$ cat src/hw/rtl/kslr_pkg.sv
// Shared types, constants and width helpers for the keyboard scan block
package kslr_pkg;

    localparam int DEF_NUM_KEYS     = 64;
    localparam int DEF_NUM_LAYERS   = 4;
    localparam int DEF_REPORT_SLOTS = 6;
    localparam int MAX_SLOTS        = 6;
    localparam int BASE_LAYER       = 1;

    localparam int KEY_FIELD_W   = 6;
    localparam int LAYER_FIELD_W = 3;
    localparam int KIND_W        = 2;
    localparam int CODE_W        = 8;
    localparam int HIST_W        = 8;
    localparam int KEY_CMP_W     = 9;   // holds NUM_KEYS up to 511
    localparam int LAYER_CMP_W   = 4;   // holds NUM_LAYERS up to 15

    localparam logic [HIST_W-1:0] DEBOUNCE_RESET = 8'd15;

    typedef enum logic {
        REQ_WRITE  = 1'b0,
        REQ_SAMPLE = 1'b1
    } t_req;

    typedef enum logic [KIND_W-1:0] {
        KIND_NONE     = 2'd0,
        KIND_GENERAL  = 2'd1,
        KIND_MODIFIER = 2'd2,
        KIND_LAYER    = 2'd3
    } t_kind;

    typedef struct packed {
        t_kind             kind;
        logic [CODE_W-1:0] code;
    } t_entry;

    // key-state stage towards the keymap stage
    typedef struct packed {
        logic   valid;
        logic   map_we;
        logic   apply;
        logic   scan_end;
        t_entry wentry;
    } t_s1;

    // keymap stage towards the report builder
    typedef struct packed {
        logic   valid;
        logic   apply;
        logic   scan_end;
        t_entry entry;
    } t_s2;

    function automatic int idx_w(input int n);
        return (n > 1) ? $clog2(n) : 1;
    endfunction

endpackage

$ cat src/hw/rtl/keyboard_scan_layer_report.sv
// Top level of the keyboard scan, debounce, layered keymap and report block
// Takes one item per clock: a keymap write or one key's raw sample, with
// the keys of a scan arriving in ascending order and the last one flagged.
// Each sample goes through a three-step pipeline: the key's history and
// latched layer are read from the key-state memory at acceptance, shifted,
// debounced against the mask and written back from the key-state stage (the
// last write-back is forwarded when the same key follows directly); the
// keymap memory is next read for the latched layer, and the effect is
// then folded into the pending report. The last sample of a scan loads
// the report into the output register as it leaves the keymap stage and
// commits the new active layer, which is forwarded to a key latching in
// the same cycle. Input stalls only while a finished report is waiting in
// the output register and the next report is ready behind it; otherwise the
// block keeps taking items while the report waits. The key-state memory
// comes out of reset cleared through one valid bit per key, so there is no
// clearing pass; the keymap holds no reset value and every entry that a
// pressed key can reach has to be written before the first scan.
module keyboard_scan_layer_report #(
    parameter int NUM_KEYS     = kslr_pkg::DEF_NUM_KEYS,
    parameter int NUM_LAYERS   = kslr_pkg::DEF_NUM_LAYERS,
    parameter int REPORT_SLOTS = kslr_pkg::DEF_REPORT_SLOTS
) (
    input  logic                                i_clk,
    input  logic                                i_rst_n,
    // debounce mask register
    input  logic                                i_cfg_wr_en,
    input  logic [kslr_pkg::HIST_W-1:0]         i_cfg_wr_data,
    // item input
    input  logic                                i_valid,
    output logic                                o_stall,
    input  logic                                i_req_type,
    input  logic [kslr_pkg::KEY_FIELD_W-1:0]    i_key_index,
    input  logic                                i_key_down,
    input  logic                                i_scan_end,
    input  logic [kslr_pkg::LAYER_FIELD_W-1:0]  i_map_layer,
    input  logic [kslr_pkg::KIND_W-1:0]         i_map_kind,
    input  logic [kslr_pkg::CODE_W-1:0]         i_map_code,
    // report output
    output logic                                o_valid,
    input  logic                                i_stall,
    output logic [kslr_pkg::CODE_W-1:0]         o_modifier_bits,
    output logic [kslr_pkg::CODE_W-1:0]         o_slot_zero,
    output logic [kslr_pkg::CODE_W-1:0]         o_slot_one,
    output logic [kslr_pkg::CODE_W-1:0]         o_slot_two,
    output logic [kslr_pkg::CODE_W-1:0]         o_slot_three,
    output logic [kslr_pkg::CODE_W-1:0]         o_slot_four,
    output logic [kslr_pkg::CODE_W-1:0]         o_slot_five,
    output logic [kslr_pkg::LAYER_FIELD_W-1:0]  o_current_layer
);
    import kslr_pkg::*;

    localparam int KEY_AW  = idx_w(NUM_KEYS);
    localparam int LAYER_W = idx_w(NUM_LAYERS + 1);

    logic [HIST_W-1:0]                r_debounce_mask;
    logic                             adv;
    logic                             take;
    logic                             busy;
    t_s1                              s1;
    t_s2                              s2;
    logic [KEY_AW-1:0]                s1_key;
    logic [LAYER_W-1:0]               s1_layer;
    logic [LAYER_W-1:0]               active_fwd;
    logic [MAX_SLOTS-1:0][CODE_W-1:0] slots;

    always_ff @(posedge i_clk) begin
        if (!i_rst_n) begin
            r_debounce_mask <= DEBOUNCE_RESET;
        end else if (i_cfg_wr_en) begin
            r_debounce_mask <= i_cfg_wr_data;
        end
    end

    // whole pipeline holds only when a report cannot enter the output register
    assign adv     = !busy;
    assign o_stall = !adv;
    assign take    = i_valid && adv;

    kslr_keystate #(
        .NUM_KEYS   (NUM_KEYS),
        .NUM_LAYERS (NUM_LAYERS)
    ) u_keystate (
        .i_clk       (i_clk),
        .i_rst_n     (i_rst_n),
        .i_adv       (adv),
        .i_take      (take),
        .i_req_type  (i_req_type),
        .i_key_index (i_key_index),
        .i_key_down  (i_key_down),
        .i_scan_end  (i_scan_end),
        .i_map_layer (i_map_layer),
        .i_map_kind  (i_map_kind),
        .i_map_code  (i_map_code),
        .i_mask      (r_debounce_mask),
        .i_active    (active_fwd),
        .o_s1        (s1),
        .o_key       (s1_key),
        .o_layer     (s1_layer)
    );

    kslr_keymap #(
        .NUM_KEYS   (NUM_KEYS),
        .NUM_LAYERS (NUM_LAYERS)
    ) u_keymap (
        .i_clk   (i_clk),
        .i_rst_n (i_rst_n),
        .i_adv   (adv),
        .i_s1    (s1),
        .i_key   (s1_key),
        .i_layer (s1_layer),
        .o_s2    (s2)
    );

    kslr_report #(
        .NUM_LAYERS   (NUM_LAYERS),
        .REPORT_SLOTS (REPORT_SLOTS)
    ) u_report (
        .i_clk           (i_clk),
        .i_rst_n         (i_rst_n),
        .i_adv           (adv),
        .i_s2            (s2),
        .i_stall         (i_stall),
        .o_valid         (o_valid),
        .o_busy          (busy),
        .o_active        (active_fwd),
        .o_modifier_bits (o_modifier_bits),
        .o_slots         (slots),
        .o_current_layer (o_current_layer)
    );

    assign o_slot_zero  = slots[0];
    assign o_slot_one   = slots[1];
    assign o_slot_two   = slots[2];
    assign o_slot_three = slots[3];
    assign o_slot_four  = slots[4];
    assign o_slot_five  = slots[5];

endmodule

$ cat src/hw/rtl/kslr_keystate.sv
// Per-key history and latched layer memory with debounce read-modify-write
module kslr_keystate #(
    parameter int NUM_KEYS   = kslr_pkg::DEF_NUM_KEYS,
    parameter int NUM_LAYERS = kslr_pkg::DEF_NUM_LAYERS
) (
    input  logic                                            i_clk,
    input  logic                                            i_rst_n,
    input  logic                                            i_adv,
    input  logic                                            i_take,
    input  logic                                            i_req_type,
    input  logic [kslr_pkg::KEY_FIELD_W-1:0]                i_key_index,
    input  logic                                            i_key_down,
    input  logic                                            i_scan_end,
    input  logic [kslr_pkg::LAYER_FIELD_W-1:0]              i_map_layer,
    input  logic [kslr_pkg::KIND_W-1:0]                     i_map_kind,
    input  logic [kslr_pkg::CODE_W-1:0]                     i_map_code,
    input  logic [kslr_pkg::HIST_W-1:0]                     i_mask,
    input  logic [kslr_pkg::idx_w(NUM_LAYERS + 1)-1:0]      i_active,
    output kslr_pkg::t_s1                                   o_s1,
    output logic [kslr_pkg::idx_w(NUM_KEYS)-1:0]            o_key,
    output logic [kslr_pkg::idx_w(NUM_LAYERS + 1)-1:0]      o_layer
);
    import kslr_pkg::*;

    localparam int KEY_AW  = idx_w(NUM_KEYS);
    localparam int LAYER_W = idx_w(NUM_LAYERS + 1);
    localparam int ST_W    = HIST_W + LAYER_W;

    logic [ST_W-1:0]        mem [NUM_KEYS];
    logic [NUM_KEYS-1:0]    r_kvalid;

    logic                   r_valid;
    logic                   r_sample;
    logic [KEY_AW-1:0]      r_key;
    logic                   r_down;
    logic                   r_end;
    logic                   r_key_ok;
    logic                   r_map_ok;
    logic [LAYER_W-1:0]     r_map_layer;
    t_entry                 r_wentry;
    logic [ST_W-1:0]        r_rd_data;
    logic                   r_rd_vld;
    logic                   r_wb_valid;
    logic [KEY_AW-1:0]      r_wb_key;
    logic [ST_W-1:0]        r_wb_data;

    logic [KEY_CMP_W-1:0]   key_ext;
    logic [KEY_AW-1:0]      key_idx;
    logic                   key_ok;
    logic [LAYER_CMP_W-1:0] ml_ext;
    logic                   map_ok;
    logic                   fwd;
    logic [ST_W-1:0]        cur;
    logic [HIST_W-1:0]      cur_hist;
    logic [LAYER_W-1:0]     cur_lat;
    logic [HIST_W-1:0]      hist;
    logic                   all_set;
    logic                   all_clr;
    logic [LAYER_W-1:0]     n_lat;
    logic [ST_W-1:0]        n_state;
    logic                   st_we;

    assign key_ext = KEY_CMP_W'(i_key_index);
    assign key_idx = key_ext[KEY_AW-1:0];
    assign key_ok  = key_ext < KEY_CMP_W'(NUM_KEYS);
    assign ml_ext  = LAYER_CMP_W'(i_map_layer);
    assign map_ok  = (i_req_type == REQ_WRITE) && (ml_ext != '0)
                     && (ml_ext <= LAYER_CMP_W'(NUM_LAYERS)) && key_ok;

    // last write-back lands on the edge the current read was issued
    assign fwd      = r_wb_valid && (r_wb_key == r_key);
    assign cur      = fwd ? r_wb_data : (r_rd_vld ? r_rd_data : '0);
    assign cur_hist = cur[ST_W-1:LAYER_W];
    assign cur_lat  = cur[LAYER_W-1:0];
    assign hist     = {cur_hist[HIST_W-2:0], r_down};
    assign all_set  = (hist & i_mask) == i_mask;
    assign all_clr  = (hist & i_mask) == '0;

    always_comb begin
        if (cur_lat == '0) begin
            n_lat = all_set ? i_active : '0;
        end else begin
            n_lat = all_clr ? '0 : cur_lat;
        end
    end

    assign n_state = {hist, n_lat};
    assign st_we   = i_adv && r_valid && r_sample && r_key_ok;

    always_ff @(posedge i_clk) begin
        if (!i_rst_n) begin
            r_valid    <= 1'b0;
            r_wb_valid <= 1'b0;
            r_kvalid   <= '0;
        end else if (i_adv) begin
            r_valid    <= i_take;
            r_wb_valid <= st_we;
            if (st_we) begin
                r_kvalid[r_key] <= 1'b1;
            end
        end
    end

    always_ff @(posedge i_clk) begin
        if (st_we) begin
            mem[r_key] <= n_state;
        end
        if (i_take) begin
            r_rd_data <= mem[key_idx];
            r_rd_vld  <= r_kvalid[key_idx];
        end
    end

    always_ff @(posedge i_clk) begin
        if (i_adv) begin
            r_wb_key  <= r_key;
            r_wb_data <= n_state;
        end
        if (i_take) begin
            r_sample         <= (i_req_type == REQ_SAMPLE);
            r_key            <= key_idx;
            r_down           <= i_key_down;
            r_end            <= i_scan_end;
            r_key_ok         <= key_ok;
            r_map_ok         <= map_ok;
            r_map_layer      <= ml_ext[LAYER_W-1:0];
            r_wentry.kind    <= t_kind'(i_map_kind);
            r_wentry.code    <= i_map_code;
        end
    end

    always_comb begin
        o_s1.valid    = r_valid;
        o_s1.map_we   = r_valid && !r_sample && r_map_ok;
        o_s1.apply    = r_valid && r_sample && r_key_ok && (n_lat != '0);
        o_s1.scan_end = r_valid && r_sample && r_end;
        o_s1.wentry   = r_wentry;
    end

    assign o_key   = r_key;
    assign o_layer = r_sample ? n_lat : r_map_layer;

endmodule

$ cat src/hw/rtl/kslr_keymap.sv
// Layered keymap memory: entry writes and per-key effect lookup
module kslr_keymap #(
    parameter int NUM_KEYS   = kslr_pkg::DEF_NUM_KEYS,
    parameter int NUM_LAYERS = kslr_pkg::DEF_NUM_LAYERS
) (
    input  logic                                       i_clk,
    input  logic                                       i_rst_n,
    input  logic                                       i_adv,
    input  kslr_pkg::t_s1                              i_s1,
    input  logic [kslr_pkg::idx_w(NUM_KEYS)-1:0]       i_key,
    input  logic [kslr_pkg::idx_w(NUM_LAYERS + 1)-1:0] i_layer,
    output kslr_pkg::t_s2                              o_s2
);
    import kslr_pkg::*;

    localparam int KEY_AW    = idx_w(NUM_KEYS);
    localparam int LAYER_W   = idx_w(NUM_LAYERS + 1);
    localparam int MAP_DEPTH = NUM_KEYS * NUM_LAYERS;
    localparam int MAP_AW    = idx_w(MAP_DEPTH);

    t_entry             mem [MAP_DEPTH];
    t_entry             r_rdata;
    logic               r_valid;
    logic               r_apply;
    logic               r_end;

    logic [LAYER_W-1:0] lay_m1;
    logic [MAP_AW-1:0]  addr;

    // row per layer, layer one first
    assign lay_m1 = i_layer - LAYER_W'(BASE_LAYER);
    assign addr   = MAP_AW'(lay_m1 * NUM_KEYS) + MAP_AW'(i_key);

    always_ff @(posedge i_clk) begin
        if (i_adv) begin
            if (i_s1.map_we) begin
                mem[addr] <= i_s1.wentry;
            end
            if (i_s1.apply) begin
                r_rdata <= mem[addr];
            end
            r_apply <= i_s1.apply;
            r_end   <= i_s1.scan_end;
        end
    end

    always_ff @(posedge i_clk) begin
        if (!i_rst_n) begin
            r_valid <= 1'b0;
        end else if (i_adv) begin
            r_valid <= i_s1.valid;
        end
    end

    always_comb begin
        o_s2.valid    = r_valid;
        o_s2.apply    = r_valid && r_apply;
        o_s2.scan_end = r_valid && r_end;
        o_s2.entry    = r_rdata;
    end

endmodule

$ cat src/hw/rtl/kslr_report.sv
// Report accumulation, layer commit and output register
module kslr_report #(
    parameter int NUM_LAYERS   = kslr_pkg::DEF_NUM_LAYERS,
    parameter int REPORT_SLOTS = kslr_pkg::DEF_REPORT_SLOTS
) (
    input  logic                                                    i_clk,
    input  logic                                                    i_rst_n,
    input  logic                                                    i_adv,
    input  kslr_pkg::t_s2                                           i_s2,
    input  logic                                                    i_stall,
    output logic                                                    o_valid,
    output logic                                                    o_busy,
    output logic [kslr_pkg::idx_w(NUM_LAYERS + 1)-1:0]              o_active,
    output logic [kslr_pkg::CODE_W-1:0]                             o_modifier_bits,
    output logic [kslr_pkg::MAX_SLOTS-1:0][kslr_pkg::CODE_W-1:0]    o_slots,
    output logic [kslr_pkg::LAYER_FIELD_W-1:0]                      o_current_layer
);
    import kslr_pkg::*;

    localparam int LAYER_W = idx_w(NUM_LAYERS + 1);
    localparam int CNT_W   = $clog2(REPORT_SLOTS + 1);

    logic [LAYER_W-1:0]     r_level;
    logic [CODE_W-1:0]      r_mods;
    logic [CODE_W-1:0]      r_slots [REPORT_SLOTS];
    logic [CNT_W-1:0]       r_count;
    logic [LAYER_W-1:0]     r_active;
    logic                   r_out_valid;
    logic [CODE_W-1:0]      r_out_mods;
    logic [CODE_W-1:0]      r_out_slots [REPORT_SLOTS];
    logic [LAYER_W-1:0]     r_out_layer;

    logic [LAYER_W-1:0]     n_level;
    logic [CODE_W-1:0]      n_mods;
    logic [CODE_W-1:0]      n_slots [REPORT_SLOTS];
    logic [CNT_W-1:0]       n_count;
    logic                   report_load;
    logic [LAYER_CMP_W-1:0] out_layer_ext;

    always_comb begin
        n_level = r_level;
        n_mods  = r_mods;
        n_slots = r_slots;
        n_count = r_count;
        if (i_s2.apply) begin
            case (i_s2.entry.kind)
                KIND_GENERAL: begin
                    // slots fill in key order, extra codes dropped
                    if (r_count < CNT_W'(REPORT_SLOTS)) begin
                        for (int k = 0; k < REPORT_SLOTS; k++) begin
                            if (r_count == CNT_W'(k)) begin
                                n_slots[k] = i_s2.entry.code;
                            end
                        end
                        n_count = r_count + CNT_W'(1);
                    end
                end
                KIND_MODIFIER: begin
                    n_mods = r_mods | i_s2.entry.code;
                end
                KIND_LAYER: begin
                    // out-of-range layers and layers not above the current one are ignored
                    if ((i_s2.entry.code <= CODE_W'(NUM_LAYERS))
                        && (i_s2.entry.code > CODE_W'(r_level))) begin
                        n_level = LAYER_W'(i_s2.entry.code);
                    end
                end
                default: begin
                end
            endcase
        end
    end

    assign report_load = i_adv && i_s2.valid && i_s2.scan_end;
    assign o_busy      = i_s2.valid && i_s2.scan_end && r_out_valid && i_stall;
    // a scan end one stage ahead commits before the next key latches
    assign o_active    = (i_s2.valid && i_s2.scan_end) ? n_level : r_active;

    always_ff @(posedge i_clk) begin
        if (!i_rst_n) begin
            r_level     <= LAYER_W'(BASE_LAYER);
            r_mods      <= '0;
            r_count     <= '0;
            r_active    <= LAYER_W'(BASE_LAYER);
            r_out_valid <= 1'b0;
            for (int k = 0; k < REPORT_SLOTS; k++) begin
                r_slots[k] <= '0;
            end
        end else begin
            if (i_adv && i_s2.valid) begin
                if (i_s2.scan_end) begin
                    r_level  <= LAYER_W'(BASE_LAYER);
                    r_mods   <= '0;
                    r_count  <= '0;
                    r_active <= n_level;
                    for (int k = 0; k < REPORT_SLOTS; k++) begin
                        r_slots[k] <= '0;
                    end
                end else begin
                    r_level <= n_level;
                    r_mods  <= n_mods;
                    r_count <= n_count;
                    r_slots <= n_slots;
                end
            end
            r_out_valid <= report_load || (r_out_valid && i_stall);
        end
    end

    always_ff @(posedge i_clk) begin
        if (report_load) begin
            r_out_mods  <= n_mods;
            r_out_slots <= n_slots;
            r_out_layer <= n_level;
        end
    end

    genvar j;
    generate
        for (j = 0; j < MAX_SLOTS; j++) begin : g_slot
            if (j < REPORT_SLOTS) begin : g_used
                assign o_slots[j] = r_out_slots[j];
            end else begin : g_empty
                assign o_slots[j] = '0;
            end
        end
    endgenerate

    assign out_layer_ext   = LAYER_CMP_W'(r_out_layer);
    assign o_valid         = r_out_valid;
    assign o_modifier_bits = r_out_mods;
    assign o_current_layer = out_layer_ext[LAYER_FIELD_W-1:0];

endmodule

$ cat config.mk
export PLATFORM = sky130hd
export DESIGN_NAME = keyboard_scan_layer_report
export DESIGN_NICKNAME = d
export VERILOG_FILES = /design/src/hw/rtl/kslr_pkg.sv /design/src/hw/rtl/keyboard_scan_layer_report.sv /design/src/hw/rtl/kslr_keystate.sv /design/src/hw/rtl/kslr_keymap.sv /design/src/hw/rtl/kslr_report.sv
export SDC_FILE = /design/constraint.sdc
export NUM_CORES = 2
export LEC_CHECK = 0
export BUFFER_PORTS_ARGS = -buffer_cell sky130_fd_sc_hd__buf_4
export CORE_MARGIN = 5
export CORE_UTILIZATION = 34
export CTS_CLUSTER_SIZE = 24
export DETAILED_ROUTE_END_ITERATION = 8
export SLEW_MARGIN = 20
export SYNTH_ARGS = -nofsm -noshare
export SYNTH_HDL_FRONTEND = slang
export SYNTH_SLANG_ARGS = --single-unit
$ cat constraint.sdc
create_clock -name i_clk -period 7.2 [get_ports i_clk]
set_input_delay 1.44 -clock i_clk [delete_from_list [all_inputs] [get_ports i_clk]]
set_output_delay 1.44 -clock i_clk [all_outputs]
set_load 0.005 [all_outputs]
==> impl_metrics.py <==
metrics = {
    "outcome": {
        "outcome": "completed",
    },
    "synthesis": {
        "synth.cell_area_um2": 133000,
        "synth_top_area_cell": "edfxtp_1",
        "synth_edf_count": 3320,
        "synth_top_flop_cell": "edfxtp_1",
        "syn_inst": 5908,
        "synth_common_cells": "edfxtp_1 (3320), mux4_2 (1031), nor2_1 (481), clkbuf_1 (217), nand2_1 (174)",
        "yosys_warnings": 0,
        "synth_seq_cells": 3461,
        "synthesis.nets": 5955,
        "synth_cell_types": 53,
        "syn_area_per_cell_um2": 22.5,
        "synthArstFlopShare_pct": 0,
        "synth.top_cell.area_share_pct": 75.1,
        "yosys-top-cells-area": "edfxtp_1 (75%), mux4_2 (17%), dfxtp_1 (2.1%), nor2_1 (1.4%), a22oi_1 (0.74%)",
        "synth.most_common_cell": "edfxtp_1",
        "ys_seq_area_share_pct": 77.2,
    },
    "die": {
        "die_y_um": 635,
        "initial_core_util_pct": 34.1,
        "die_area_um2": 403000,
        "rows": 229,
        "core_um2": 389000,
        "ios": 96,
        "die_w_um": 635,
    },
    "hold_path": {
        "min_path_cells": 2,
        "hold_path_class": "reg -> reg",
    },
    "routing": {
        "drt_first_pass_iters": 7,
        "drc": 0,
        "drtAntennaViolNets": 0,
        "dr.first_iter.drc_count": 8025,
        "routed_wl_um": 343000,
        "vias": 63080,
        "viasPerCell": 5.41,
        "routedWlPerCell_um": 29.4,
    },
    "layout": {
        "final_nets": 6222,
        "seq_area_um2": 103000,
        "syn_to_final_growth_pct": 14.5,
        "multi_input_area_um2": 29100,
        "final_area_um2": 152000,
        "drive_gt1_share_pct": 29.5,
        "nFillCells": 34196,
    },
    "power": {
        "power_leakage_uw": 0.0465,
        "ir_drop_mv": 0.197,
        "p_per_area_nw_per_um2": 284,
    },
    "sta": {
        "fin_crit_sh_pct": 90.5,
        "worst_slew_pin_slew_ns": 1.31,
        "hold_viol": 0,
        "setup_tns_ns": 0,
        "relSlewSlack_pct": 12.6,
        "slew_violations": 0,
        "clock_skew_ns": 0.0588,
        "min_period_ns": 6.51,
        "fmax_mhz": 154,
        "setup_viol": 0,
        "grt_setup_unrepaired": "false",
    },
    "grt": {
        "antenna_found_initial": 34,
        "grt_usage_pct": 16.5,
        "grt_max_degree": 166,
        "gr-total-overflow": 0,
        "grt_pass1_vias": 62868,
        "grt_pass1_wl_um": 486000,
    },
    "clock_network": {
        "insertion_delay_ns": 0.93,
        "post_cts.repair.setup_buffers": 0,
        "clk_pin_slew_ns": 0.06,
        "cts_tree": "built",
        "h-tree-depth": 5,
        "clockRootBuffer": "clkbuf_16",
        "hold_buffers": 0,
        "clock_path_buffers": 4,
        "cts-resized-gates": 0,
        "numCtsBuffers": 350,
        "cts.sinks": 3461,
    },
    "critical_path": {
        "worstPathArrival_ns": 7.02,
        "cp.required_ns": 7.71,
        "worstRegToRegCells": 14,
        "path_class": "reg -> reg",
        "cp-start-kind": "flip-flop",
        "endpoint_kind": "flip-flop",
        "cp_max_fo": 66,
    },
    "place": {
        "gp_congestion": 0.843,
        "dp_hpwl_um": 208000,
        "portBuffers": 95,
        "dpl_cell_area_um2": 140000,
    },
    "job": {
        "cap_violations": 0,
    },
}
==> report_power, final <==
part           internal [µW]  total (µW)  leakage (µW)  switching (µW)
logic                    973        2640       0.00972            1670
registers              22200       22300        0.0311            38.9
clock network          10600       18300       0.00560            7680
total                  33800       43200        0.0465            9390
==> critical path: stages, from the launching register on <==
cell       delay [ns]
edfxtp_1         0.61
xnor2_1          0.28
nand3_2          0.27
nor2_8           0.45
mux2i_4          0.31
buf_4            0.59
o2111ai_1        0.40
nand2b_2         0.35
a31oi_2          0.39
buf_4            0.34
inv_2            0.23
ha_1             0.26
nand2_2          0.56
buf_4            0.64
nor2_1           0.36
==> cells by family (layout without fill, tap and decap cells) <==
kind of cell    after synthesis  after routing  synth area share [%]
buf+inv                     354            901                  1.02
other cells                   0             16                     0
compound gates              219            219                  1.19
mux                        1094           1094                  18.0
simple gates                761            761                  2.38
xor+xnor                      7              7                0.0462
flops                      3461           3461                  77.2
fa+ha+maj                    12             12                 0.113
==> layout by cell type (no fill, tap or decap), types with 16 or more instances in the layout <==
| cell | instances |
|---|---|
| bufinv_16 | 37 |
| clkbuf_16 | 354 |
| clkinv_1 | 54 |
| o21ai_0 | 18 |
| nor2_2 | 19 |
| buf_12 | 19 |
| nor2b_1 | 55 |
| nor2_1 | 460 |
| clkinvlp_4 | 21 |
| edfxtp_1 | 3320 |
| mux4_2 | 1031 |
| a21oi_1 | 17 |
| clkbuf_1 | 65 |
| diode_2 | 16 |
| clkbuf_8 | 16 |
| inv_1 | 18 |
| buf_4 | 227 |
| a22oi_1 | 130 |
| nand2_1 | 159 |
| mux2_2 | 45 |
| dfxtp_1 | 141 |
| clkinv_2 | 50 |
==> routing by layer <==
metal  track usage [%]  vias to the layer above  routed length, µm
met5                 0                        -                  0
met4              5.16                        0              11300
met3              3.60                      559              31700
met2              25.9                     3272             160000
met1              23.2                    33895             139000
li1                  -                    25354                  -
==> final timing paths <==
check | startpoint | to | slack (ns)
setup / recovery | u_keystate.o_key[4]$_DFFE_PP_ | u_keymap.mem[116][6]$_DFFE_PP_ | 0.69
hold reg to reg | u_keystate.r_kvalid[42]$_SDFFE_PN0P_ | u_keystate.r_kvalid[42]$_SDFFE_PN0P_ | 0.46
hold / removal | u_keystate.r_kvalid[42]$_SDFFE_PN0P_ | u_keystate.r_kvalid[42]$_SDFFE_PN0P_ | 0.46
setup reg to reg | u_keystate.o_key[4]$_DFFE_PP_ | u_keymap.mem[116][6]$_DFFE_PP_ | 0.69
==> per-stage QoR <==
step	power [µW]	cells	setup slack (ns)	utilization (%)	hold WS, ns
floorplan	24400	5908	0.498	-	0.421
CTS	43500	11652	0.764	39.0	0.471
global placement	25300	11020	0.883	36.0	0.443
finish	43200	11668	0.687	39.1	0.464
global route	44500	11655	0.337	39.0	0.496
detailed placement	25400	11020	0.807	36.0	0.457
==> cell type report <==
type                            instances  share of cell area [%]
Inverter                               20                  0.0494
Clock inverter                        198                    1.49
Clock buffer                          434                    6.13
Tap cell                             5197                    4.28
Antenna cell                           16                  0.0264
Timing Repair Buffer                  249                    1.40
Sequential cell                      3461                    67.5
Multi-Input combinational cell       2093                    19.2
==> flip-flops by register name (all words and copies together), names as in the netlist, 2 cells and up <==
| name | count |
|---|---|
| r_debounce_mask | 8 |
| u_keymap.mem | 2560 |
| u_keymap.o_s2 | 10 |
| u_keystate.mem | 640 |
| u_keystate.o_key | 6 |
| u_keystate.o_s1 | 10 |
| u_keystate.r_kvalid | 64 |
| u_keystate.r_map_layer | 2 |
| u_keystate.r_rd_data | 10 |
| u_keystate.r_wb_data | 10 |
| u_keystate.r_wb_key | 6 |
| u_report.o_current_layer | 3 |
| u_report.o_modifier_bits | 8 |
| u_report.o_slots | 48 |
| u_report.r_active | 3 |
| u_report.r_count | 3 |
| u_report.r_level | 3 |
| u_report.r_mods | 8 |
| u_report.r_slots | 48 |
(Power assumes the default switching activity.)
